===== src/hdl/olm_pkg.sv =====
`default_nettype none
// ----------------------------------------------------------------------------
// olm_pkg
// shared types, codes and sizes for the ordered list manager
// ----------------------------------------------------------------------------
package olm_pkg;

	localparam int OLM_CAPACITY = 32;
	localparam int VAL_W        = 32;
	localparam int OP_W         = 3;
	localparam int STAT_W       = 2;

	// request codes
	localparam logic [OP_W-1:0] OP_INS_FRONT = 3'd0;
	localparam logic [OP_W-1:0] OP_INS_BACK  = 3'd1;
	localparam logic [OP_W-1:0] OP_INS_AFTER = 3'd2;
	localparam logic [OP_W-1:0] OP_DEL_FRONT = 3'd3;
	localparam logic [OP_W-1:0] OP_DEL_BACK  = 3'd4;
	localparam logic [OP_W-1:0] OP_DEL_VALUE = 3'd5;
	localparam logic [OP_W-1:0] OP_DUMP      = 3'd6;

	// status codes
	localparam logic [STAT_W-1:0] STAT_OK       = 2'd0;
	localparam logic [STAT_W-1:0] STAT_EMPTY    = 2'd1;
	localparam logic [STAT_W-1:0] STAT_NOTFOUND = 2'd2;
	localparam logic [STAT_W-1:0] STAT_FULL     = 2'd3;

	typedef enum logic [1:0] {
		ST_IDLE,
		ST_MATCH,
		ST_APPLY,
		ST_DUMP
	} olm_state_t;

	// what a cell loads at the next edge
	typedef enum logic [2:0] {
		CM_HOLD,
		CM_LOAD,
		CM_LEFT,
		CM_RIGHT,
		CM_HEAD
	} cell_mode_t;

	typedef struct packed {
		cell_mode_t mode;
		logic       cmp_en;
		logic       occupied;
	} cell_ctl_t;

endpackage : olm_pkg
`default_nettype wire


===== src/hdl/ordered_list_manager_unit.sv =====
`default_nettype none
// ----------------------------------------------------------------------------
// ordered_list_manager_unit
// bounded ordered list of signed 32-bit values kept in a row of shifting cells
// ----------------------------------------------------------------------------
//
// channel  dir  transfer contents
// s_*      in   request: tuser = req_type, tdata = value, key
// m_*      out  result:  tuser = status, tdata = element, tlast = last
//
// an update request runs as capture, compare in every cell,
// then shift/load in every cell at once with the status written out
// a dump runs the same steps, then sends one element at a time; the list rotates through
// cell 0 and is back in place when the last element leaves
// reset clears the length, dump counter, output valid, match flags and
// control state, not the cell values; those are never read beyond the length
// a stalled m_tready holds the apply and dump steps; one request is taken
// while the previous result still waits in the output register
//
module ordered_list_manager_unit #(
	parameter int CAPACITY = olm_pkg::OLM_CAPACITY
) (
	input  wire logic        clk,
	input  wire logic        arst_n,
	// request stream
	input  wire logic        s_tvalid,
	output logic             s_tready,
	input  wire logic [63:0] s_tdata,  // [31:0] value, [63:32] key
	input  wire logic [2:0]  s_tuser,  // [2:0] req_type
	// result stream
	output logic             m_tvalid,
	input  wire logic        m_tready,
	output logic      [31:0] m_tdata,  // [31:0] element
	output logic      [1:0]  m_tuser,  // [1:0] status
	output logic             m_tlast
);
	import olm_pkg::*;

	localparam int LEN_W = $clog2(CAPACITY + 1);
	localparam int CNT_W = (CAPACITY > 1) ? $clog2(CAPACITY) : 1;

	olm_state_t state_q, state_d;

	// captured request
	logic [OP_W-1:0]  op_q;
	logic [VAL_W-1:0] val_q;
	logic [VAL_W-1:0] key_q;

	logic [LEN_W-1:0] len_q;
	logic [CNT_W-1:0] cnt_q;

	// output register
	logic              out_valid_q;
	logic [STAT_W-1:0] out_stat_q;
	logic [VAL_W-1:0]  out_elem_q;
	logic              out_last_q;

	// fsm outputs
	logic in_ready, cmp_en, apply_en, dump_en;
	logic out_free;

	// cell row
	cell_ctl_t        ctl   [CAPACITY];
	logic [VAL_W-1:0] cval  [CAPACITY];
	logic [CAPACITY-1:0] match;
	logic [CAPACITY-1:0] pre_incl;   // a match at or below this cell
	logic [CAPACITY-1:0] pre_excl;   // a match strictly below this cell
	logic [VAL_W-1:0] search;

	logic full, empty, any_match, dump_last;

	assign out_free  = !out_valid_q || m_tready;
	assign full      = (len_q == LEN_W'(CAPACITY));
	assign empty     = (len_q == '0);
	assign any_match = pre_incl[CAPACITY-1];
	assign dump_last = (LEN_W'(cnt_q) == (len_q - LEN_W'(1)));
	assign search    = (op_q == OP_DEL_VALUE) ? val_q : key_q;

	// parallel prefix or over the match bits, log2 levels
	always_comb begin
		logic [CAPACITY-1:0] p;
		p = match;
		for (int s = 1; s < CAPACITY; s = s * 2) begin
			p = p | (p << s);
		end
		pre_incl = p;
		pre_excl = p << 1;
	end

	// ---- state machine ----
	always_comb begin
		state_d = state_q;
		case (state_q)
			ST_IDLE:  if (s_tvalid) state_d = ST_MATCH;
			ST_MATCH: state_d = ST_APPLY;
			ST_APPLY: begin
				if (out_free) begin
					state_d = (op_q == OP_DUMP && !empty) ? ST_DUMP : ST_IDLE;
				end
			end
			ST_DUMP:  if (out_free && dump_last) state_d = ST_IDLE;
			default:  state_d = ST_IDLE;
		endcase
	end

	always_comb begin
		in_ready = 1'b0;
		cmp_en   = 1'b0;
		apply_en = 1'b0;
		dump_en  = 1'b0;
		case (state_q)
			ST_IDLE:  in_ready = 1'b1;
			ST_MATCH: cmp_en   = 1'b1;
			ST_APPLY: apply_en = out_free;
			ST_DUMP:  dump_en  = out_free;
			default:  in_ready = 1'b0;
		endcase
	end

	always_ff @(posedge clk or negedge arst_n) begin
		if (!arst_n) begin
			state_q <= ST_IDLE;
		end else begin
			state_q <= state_d;
		end
	end

	// request capture, payload only
	always_ff @(posedge clk) begin
		if (in_ready && s_tvalid) begin
			op_q  <= s_tuser;
			val_q <= s_tdata[31:0];
			key_q <= s_tdata[63:32];
		end
	end

	// ---- length and dump counter ----
	always_ff @(posedge clk or negedge arst_n) begin
		if (!arst_n) begin
			len_q <= '0;
			cnt_q <= '0;
		end else begin
			if (apply_en) begin
				cnt_q <= '0;
				case (op_q)
					OP_INS_FRONT, OP_INS_BACK: if (!full) len_q <= len_q + 1'b1;
					OP_INS_AFTER: if (!full && any_match) len_q <= len_q + 1'b1;
					OP_DEL_FRONT, OP_DEL_BACK: if (!empty) len_q <= len_q - 1'b1;
					OP_DEL_VALUE: if (any_match) len_q <= len_q - 1'b1;
					default: len_q <= len_q;
				endcase
			end else if (dump_en) begin
				cnt_q <= cnt_q + 1'b1;
			end
		end
	end

	// ---- cell row ----
	for (genvar i = 0; i < CAPACITY; i++) begin : g_cell
		logic g_prev;
		logic [VAL_W-1:0] left_v, right_v;

		if (i == 0) begin : g_first
			assign g_prev = 1'b0;
			assign left_v = '0;
		end else begin : g_mid
			assign g_prev = pre_excl[i-1];
			assign left_v = cval[i-1];
		end

		if (i == CAPACITY - 1) begin : g_end
			assign right_v = cval[i];
		end else begin : g_nxt
			assign right_v = cval[i+1];
		end

		always_comb begin
			ctl[i].mode     = CM_HOLD;
			ctl[i].cmp_en   = cmp_en;
			ctl[i].occupied = (len_q > LEN_W'(i));
			if (apply_en) begin
				case (op_q)
					OP_INS_FRONT: begin
						if (!full) ctl[i].mode = (i == 0) ? CM_LOAD : CM_LEFT;
					end
					OP_INS_BACK: begin
						if (!full && len_q == LEN_W'(i)) ctl[i].mode = CM_LOAD;
					end
					OP_INS_AFTER: begin
						// new value goes just past the first matching cell
						if (!full) begin
							if (g_prev) ctl[i].mode = CM_LEFT;
							else if (pre_excl[i]) ctl[i].mode = CM_LOAD;
						end
					end
					OP_DEL_FRONT: begin
						if (!empty) ctl[i].mode = CM_RIGHT;
					end
					OP_DEL_VALUE: begin
						if (pre_incl[i]) ctl[i].mode = CM_RIGHT;
					end
					default: ctl[i].mode = CM_HOLD;
				endcase
			end else if (dump_en) begin
				// rotate: front element wraps to the back of the list
				if (len_q == LEN_W'(i + 1)) ctl[i].mode = CM_HEAD;
				else if (len_q > LEN_W'(i + 1)) ctl[i].mode = CM_RIGHT;
			end
		end

		olm_cell u_cell (
			.clk       (clk),
			.arst_n    (arst_n),
			.ctl       (ctl[i]),
			.search    (search),
			.new_val   (val_q),
			.left_val  (left_v),
			.right_val (right_v),
			.head_val  (cval[0]),
			.val       (cval[i]),
			.match     (match[i])
		);
	end

	// ---- result register ----
	logic [STAT_W-1:0] res_stat;

	always_comb begin
		res_stat = STAT_OK;
		case (op_q)
			OP_INS_FRONT, OP_INS_BACK: if (full) res_stat = STAT_FULL;
			OP_INS_AFTER: begin
				if (full) res_stat = STAT_FULL;
				else if (!any_match) res_stat = STAT_NOTFOUND;
			end
			OP_DEL_FRONT, OP_DEL_BACK, OP_DUMP: if (empty) res_stat = STAT_EMPTY;
			OP_DEL_VALUE: if (!any_match) res_stat = STAT_NOTFOUND;
			default: res_stat = STAT_OK;
		endcase
	end

	always_ff @(posedge clk or negedge arst_n) begin
		if (!arst_n) begin
			out_valid_q <= 1'b0;
		end else if (dump_en || (apply_en && !(op_q == OP_DUMP && !empty))) begin
			out_valid_q <= 1'b1;
		end else if (m_tready) begin
			out_valid_q <= 1'b0;
		end
	end

	always_ff @(posedge clk) begin
		if (dump_en) begin
			out_stat_q <= STAT_OK;
			out_elem_q <= cval[0];
			out_last_q <= dump_last;
		end else if (apply_en) begin
			out_stat_q <= res_stat;
			out_elem_q <= '0;
			out_last_q <= 1'b1;
		end
	end

	assign s_tready = in_ready;
	assign m_tvalid = out_valid_q;
	assign m_tdata  = out_elem_q;
	assign m_tuser  = out_stat_q;
	assign m_tlast  = out_last_q;

`ifndef SYNTHESIS
	a_len_bound: assert property (@(posedge clk) disable iff (!arst_n)
		len_q <= LEN_W'(CAPACITY))
		else $error("list length above capacity");

	a_len_step: assert property (@(posedge clk) disable iff (!arst_n)
		(len_q == $past(len_q)) || (len_q == $past(len_q) + 1'b1) ||
		(len_q == $past(len_q) - 1'b1))
		else $error("list length moved by more than one");

	a_dump_len: assert property (@(posedge clk) disable iff (!arst_n)
		(state_q == ST_DUMP) |=> $stable(len_q))
		else $error("list length changed during a dump");

	a_status_last: assert property (@(posedge clk) disable iff (!arst_n)
		(m_tvalid && m_tuser != STAT_OK) |-> m_tlast)
		else $error("error status without last");
`endif

endmodule : ordered_list_manager_unit
`default_nettype wire


===== src/hdl/olm_cell.sv =====
`default_nettype none
// ----------------------------------------------------------------------------
// olm_cell
// one list slot: holds a value, compares it, takes a new value, the head value or data from a neighbor
// ----------------------------------------------------------------------------
module olm_cell (
	input  wire logic                     clk,
	input  wire logic                     arst_n,
	input  wire olm_pkg::cell_ctl_t       ctl,
	input  wire logic [olm_pkg::VAL_W-1:0] search,
	input  wire logic [olm_pkg::VAL_W-1:0] new_val,
	input  wire logic [olm_pkg::VAL_W-1:0] left_val,
	input  wire logic [olm_pkg::VAL_W-1:0] right_val,
	input  wire logic [olm_pkg::VAL_W-1:0] head_val,
	output logic      [olm_pkg::VAL_W-1:0] val,
	output logic                          match
);
	import olm_pkg::*;

	logic [VAL_W-1:0] val_q;
	logic             match_q;

	always_ff @(posedge clk) begin
		case (ctl.mode)
			CM_LOAD:  val_q <= new_val;
			CM_LEFT:  val_q <= left_val;
			CM_RIGHT: val_q <= right_val;
			CM_HEAD:  val_q <= head_val;
			default:  val_q <= val_q;
		endcase
	end

	always_ff @(posedge clk or negedge arst_n) begin
		if (!arst_n) begin
			match_q <= 1'b0;
		end else if (ctl.cmp_en) begin
			match_q <= ctl.occupied && (val_q == search);
		end
	end

	assign val   = val_q;
	assign match = match_q;

endmodule : olm_cell
`default_nettype wire

===== config.mk =====
export PLATFORM = sky130hd
export DESIGN_NAME = ordered_list_manager_unit
export DESIGN_NICKNAME = d
export VERILOG_FILES = /design/src/hdl/olm_pkg.sv /design/src/hdl/ordered_list_manager_unit.sv /design/src/hdl/olm_cell.sv
export SDC_FILE = /design/constraint.sdc
export NUM_CORES = 2
export LEC_CHECK = 0
export BUFFER_PORTS_ARGS = -buffer_cell sky130_fd_sc_hd__buf_2
export CORE_MARGIN = 10
export CORE_UTILIZATION = 55
export CTS_BUF_LIST = sky130_fd_sc_hd__clkbuf_16
export CTS_CLUSTER_SIZE = 14
export DETAILED_ROUTE_END_ITERATION = 8
export GPL_TIMING_DRIVEN = 0
export PLACE_DENSITY = 0.71
export REMOVE_ABC_BUFFERS = 1
export SYNTH_ARGS = -nofsm -noshare
export SYNTH_HDL_FRONTEND = slang
export SYNTH_HIERARCHICAL = 1
export SYNTH_SLANG_ARGS = --single-unit

===== constraint.sdc =====
create_clock -name clk -period 5.35 [get_ports clk]
set_input_delay 0.2675 -clock clk [delete_from_list [all_inputs] [get_ports clk]]
set_output_delay 0.2675 -clock clk [all_outputs]
set_load 0.02 [all_outputs]

; ---- Yosys cells after proc, flatten, opt, wreduce, memory -nomap -nowiden
; Index checks and enable logic that the tools add are counted.
[op_classes]
addsub = 3
n_lt_le_gt_ge = 33
eq_ne = 207
mux = 379
n_bitwise = 5
n_reduce_logical = 119
[op_table]
columns = cell, n
row1 = $pmux 32 s4, 29
row2 = $eq 32x32->1, 32
row3 = $mux 3, 96
row4 = $pmux 32 s3, 3
row5 = $mux 2, 133
row6 = $pmux 2 s5, 21
row7 = $eq 3x2->1 const B, 65
row8 = $or 32x32->32, 5
row9 = $pmux 3 s5, 10
row10 = $reduce_bool 4->1, 30
row11 = $eq 3x3->1 const B, 34
row12 = $eq 3x1->1 const B, 33
row13 = $eq 6x5->1 const B, 16
row14 = $gt 6x5->1 const B, 16
row15 = $mux 32, 3
row16 = $mux 1, 74
row17 = $logic_and 1x1->1, 69
row18 = $eq 6x4->1 const B, 8
row19 = $gt 6x4->1 const B, 8
row20 = $eq 6x3->1 const B, 4
row21 = $gt 6x3->1 const B, 4
row22 = $mux 6, 4
row23 = $pmux 6 s4, 1
row24 = $pmux 2 s4, 2
row25 = other kinds (26), 46
[totals]
regBits = 1172
in_bits = 71
out_inout_bits = 37
elab_cells = 820

; ---- Depth between registers and ports, before layout
[logic_depth]
ltp_word = 12
depth_mapped = 17
depth_no_buf = 12

; ---- By module
; The synthesis kept the hierarchy.
[by_module_without_submodules]
columns = module, instances, cells_each, area_each_um2, seq_area_each_um2
row1 = olm_cell, 32, 195, 2263.4, 985.9
row2 = ordered_list_manager_unit, 1, 878, 7467.2, 3393.3

; ---- Worst setup path after synthesis
; OpenSTA, ideal clock, no wires.
[synth_timing]
path_kind = flip-flop to flip-flop
startpoint = register state_q[0]
endpoint = register g_cell[0].u_cell.match_q
setup_time_ns = 0.104
t_arrival_ns = 4.549
t_required_ns = 5.246
slack_ns = 0.697
path_stages_with_launch = 6
n_path_buf = 1
synth_period_minus_slack_ns = 4.653
path_cell_list = dfrtp_1 clkbuf_1 nor2b_1 nand4_1 or4_1 o22ai_2
[synth_via]
elab_chain_len = 2
[synth_lines]
columns = element, line_no
row1 = start: declaration, ordered_list_manager_unit.sv:42  ; olm_state_t state_q, state_d;
row2 = start signal: assignment, ordered_list_manager_unit.sv:124  ; state_q <= state_d;
row3 = $eq 2x1->1, ordered_list_manager_unit.sv:111  ; case (state_q)
row4 = $mux 1, ordered_list_manager_unit.sv:111
row5 = named net cmp_en, ordered_list_manager_unit.sv:59  ; logic in_ready, cmp_en, apply_en, dump_en;
row6 = end signal: assignment, olm_cell.sv:37  ; match_q <= ctl.occupied && (val_q == search);
row7 = end: declaration, olm_cell.sv:21  ; logic match_q;
; The timed path passes the listed nets, and every way through them passes these cells.
; A chain may end at the register's enable or synchronous reset.

==> reports/metrics.yaml <==
logic_synthesis:
  synth_simple_gate_area_share_pct: 12.0
  synth_xor_area_share_pct: 11.7
  synth.distinct_cells: 79
  yosysWarnings: 6
  ys_ff_latch: 1172
  synth.avg_cell_area_um2: 11.2
  yosysSeqAreaShare_pct: 43.7
  syn_area_um2: 79900
  async_reset_ff_share_pct: 3.92
  synth_edf_count: 1124
  yosys.area_share.adder_pct: 0.0940
  synth_top_family_by_area: "compound AO/OA/AOI/OAI gates"
  synthFlopType: "edfxtp_1"
  muxShareOfSynthArea_pct: 12.8
  synth_compound_area_share_pct: 16.6
  syn_inst: 7118
detailed_routing:
  num_vias: 69567
  drc: 0
  via_per_inst: 7.48
  drt-total-wl_um: 334000
  ant_nets: 0
  wl_per_cell_um: 35.8
  drt_iter0_drc: 10032
  firstDrtPassIters: 9
place:
  port_buffers: 107
  place_hpwl_um: 235000
  dp.cells: 8950
  gp_congestion: 0.979
  place_area_um2: 87800
  dp_slack_ps: -2130
floorplanning:
  die_h_um: 401
  ioPinCount: 108
  initial_utilization_pct: 55.5
  die_area_um2: 161000
  core-area_um2: 144000
  die_w_um: 401
  rows: 139
cts:
  cts_tree: "built"
  insertion_delay_ps: 830
  cts_root_buf: "clkbuf_16"
  cts_buffers: 139
  clk_pin_slew_ps: 60
  htreeDepth: 4
  clock_sinks: 1172
  cts_buffer_depth: 3
timing:
  finalHoldViolations: 0
  finalWorstSetupSlack_ps: 22.7
  fmax_ghz: 0.188
  holdWs_ps: 149
  period_minus_slack_ps: 5330
  slew-limit-headroom_pct: 9.02
  setup_viol: 0
  skew_ps: 35.8
  slew_violations: 0
  tightest_slew_ps: 1360
  period_share_pct: 99.6
final_layout:
  stdcell_count: 9305
  syn2layout_area_growth_pct: 17.2
  drive_above_1_share_pct: 12.0
  mostFrequentLayoutCell: "edfxtp_1"
  utilization_pct: 65.0
  fin_area_um2: 93600
  nets: 7372
  mostFrequentLayoutCells: "edfxtp_1, nand2_1, mux2i_1"
setup_path:
  reg2reg_to: "g_cell[31].u_cell/val[28]$_DFFE_PP_"
  crit_arrival_ps: 6010
  worstSetupEndpoint: "g_cell[31].u_cell/val[28]$_DFFE_PP_"
  startpoint_type: "flop"
  startpoint: "len_q[0]$_DFFE_PN0P_"
  reg2reg_slack_ps: 20
  end_kind: "flop"
  critPathRequiredTime_ps: 6030
  crit_type: "flop to flop"
  rr_startpoint: "len_q[0]$_DFFE_PN0P_"
  crit_fanout: 17
  worstRegToRegCells: 12
power:
  power_density_nw_per_um2: 612
  leakagePower_nw: 29.2
  ir_drop_mv: 0.490
global_route:
  grt_pass1_wl_um: 477000
  grt_max_degree: 69
  first_global_vias: 68432
  grtUsageTotal_pct: 39.4
  antenna_found_initial: 8
  globalRouteOverflowTotal: 0
run:
  max_cap_viol_count: 0
status:
  status: "finished clean"
hold_path:
  worst_hold_path_type: "primary input to flop"
## worst min path at each step
stage,from,endpoint,slack [ps],cells after the start
final,s_tdata[48],key_q[16]$_DFFE_PP_,150,2
after global routing,s_tdata[61],key_q[29]$_DFFE_PP_,170,2
after CTS,s_tdata[7],val_q[7]$_DFFE_PP_,130,2
after detailed placement,s_tdata[43],key_q[11]$_DFFE_PP_,450,1
after global placement,s_tdata[43],key_q[11]$_DFFE_PP_,440,1
after floorplan,arst_n,cnt_q[0]$_DFFE_PN0P_,-30,0
## worst max-delay path: stages, from the launching register on
cell and delay (ps):
dfrtp_1 570, inv_1 210, ha_2 440, nand2_1 270, o21ai_2 600, o22ai_1 180, a41o_1 250, o22a_2 450
buf_12 280, nor2_1 440, nand2_2 500, nand2_2 650, o221a_1 320
## state kept, by name, summed over array words and instances (netlist names), 3 cells and up
register	cells
g_cell.u_cell/match	32
len_q	6
val_q	32
cnt_q	5
g_cell.u_cell/val	1024
op_q	3
key_q	32
m_tdata	32
## logic make-up after synthesis
kind of cell,Yosys count
muxes,1025
xor gates and xnor gates,1069
DFF,1172
adders and majority gates,6
other,1
buffers and inverters,544
and+or+nand+nor,2015
AOI/OAI and AO/OA,1286
## power breakdown
part,total [mW],internal (mW),switching (mW)
registers,20.6,15.3,5.28
logic,27.5,11.1,16.4
clock network,9.30,5.13,4.17
## stage by stage
step / setup TNS, ps / power (mW)
2_1_floorplan: -4042770 / 33.8
3_3_place_gp: - / 42.8
3_5_place_dp: -1613450 / 46.2
4_1_cts: 0 / 55.7
5_1_grt: -19.5 / 58.7
6_report: 0 / 57.3
## cell usage after synthesis, types with 52 or more instances
library cell	number	area, um^2
nor4_1	170	1060
mux2i_1	1025	10300
nor2_1	241	905
xnor2_1	423	3700
nand4_1	107	669
clkbuf_1	242	908
nand3_1	52	260
o21ai_0	67	335
a221o_1	100	1000
xor2_1	646	5660
o221a_1	928	10500
nand2_1	1153	4330
inv_1	54	203
edfxtp_1	1124	33800
buf_2	234	1170
and2_1	74	463
## layout make-up
class	instances	area [um^2]
fill	10805	50400
multi-input combinational	5438	44200
sequential	1172	34900
timing repair buffer	489	7610
clock buffer	141	3530
tap	1903	2380
clock inverter	104	736
inverter	55	210
antenna	3	7.51
## per-layer routing
metal | global-route usage, % | vias to the layer above | part of all wire (%)
met3 | 13.4 | 1833 | 14
met5 | 0 | - | 0.011
li1 | - | 27971 | -
met4 | 27.8 | 6 | 8.7
met2 | 59.9 | 6197 | 44
met1 | 46.6 | 33560 | 34
## what timing repair did
action / in CTS / in global routing
hold endpoints to repair: 114 / 0
hold buffers: 69 / 0
buffers inserted: 15 / 17
gates cloned: 5 / 0
gates resized for setup: 114 / 21
endpoints found under the setup margin: 1522 / 699
pin swaps: 10 / 3
Note: power is estimated with default switching activity, not from simulation.
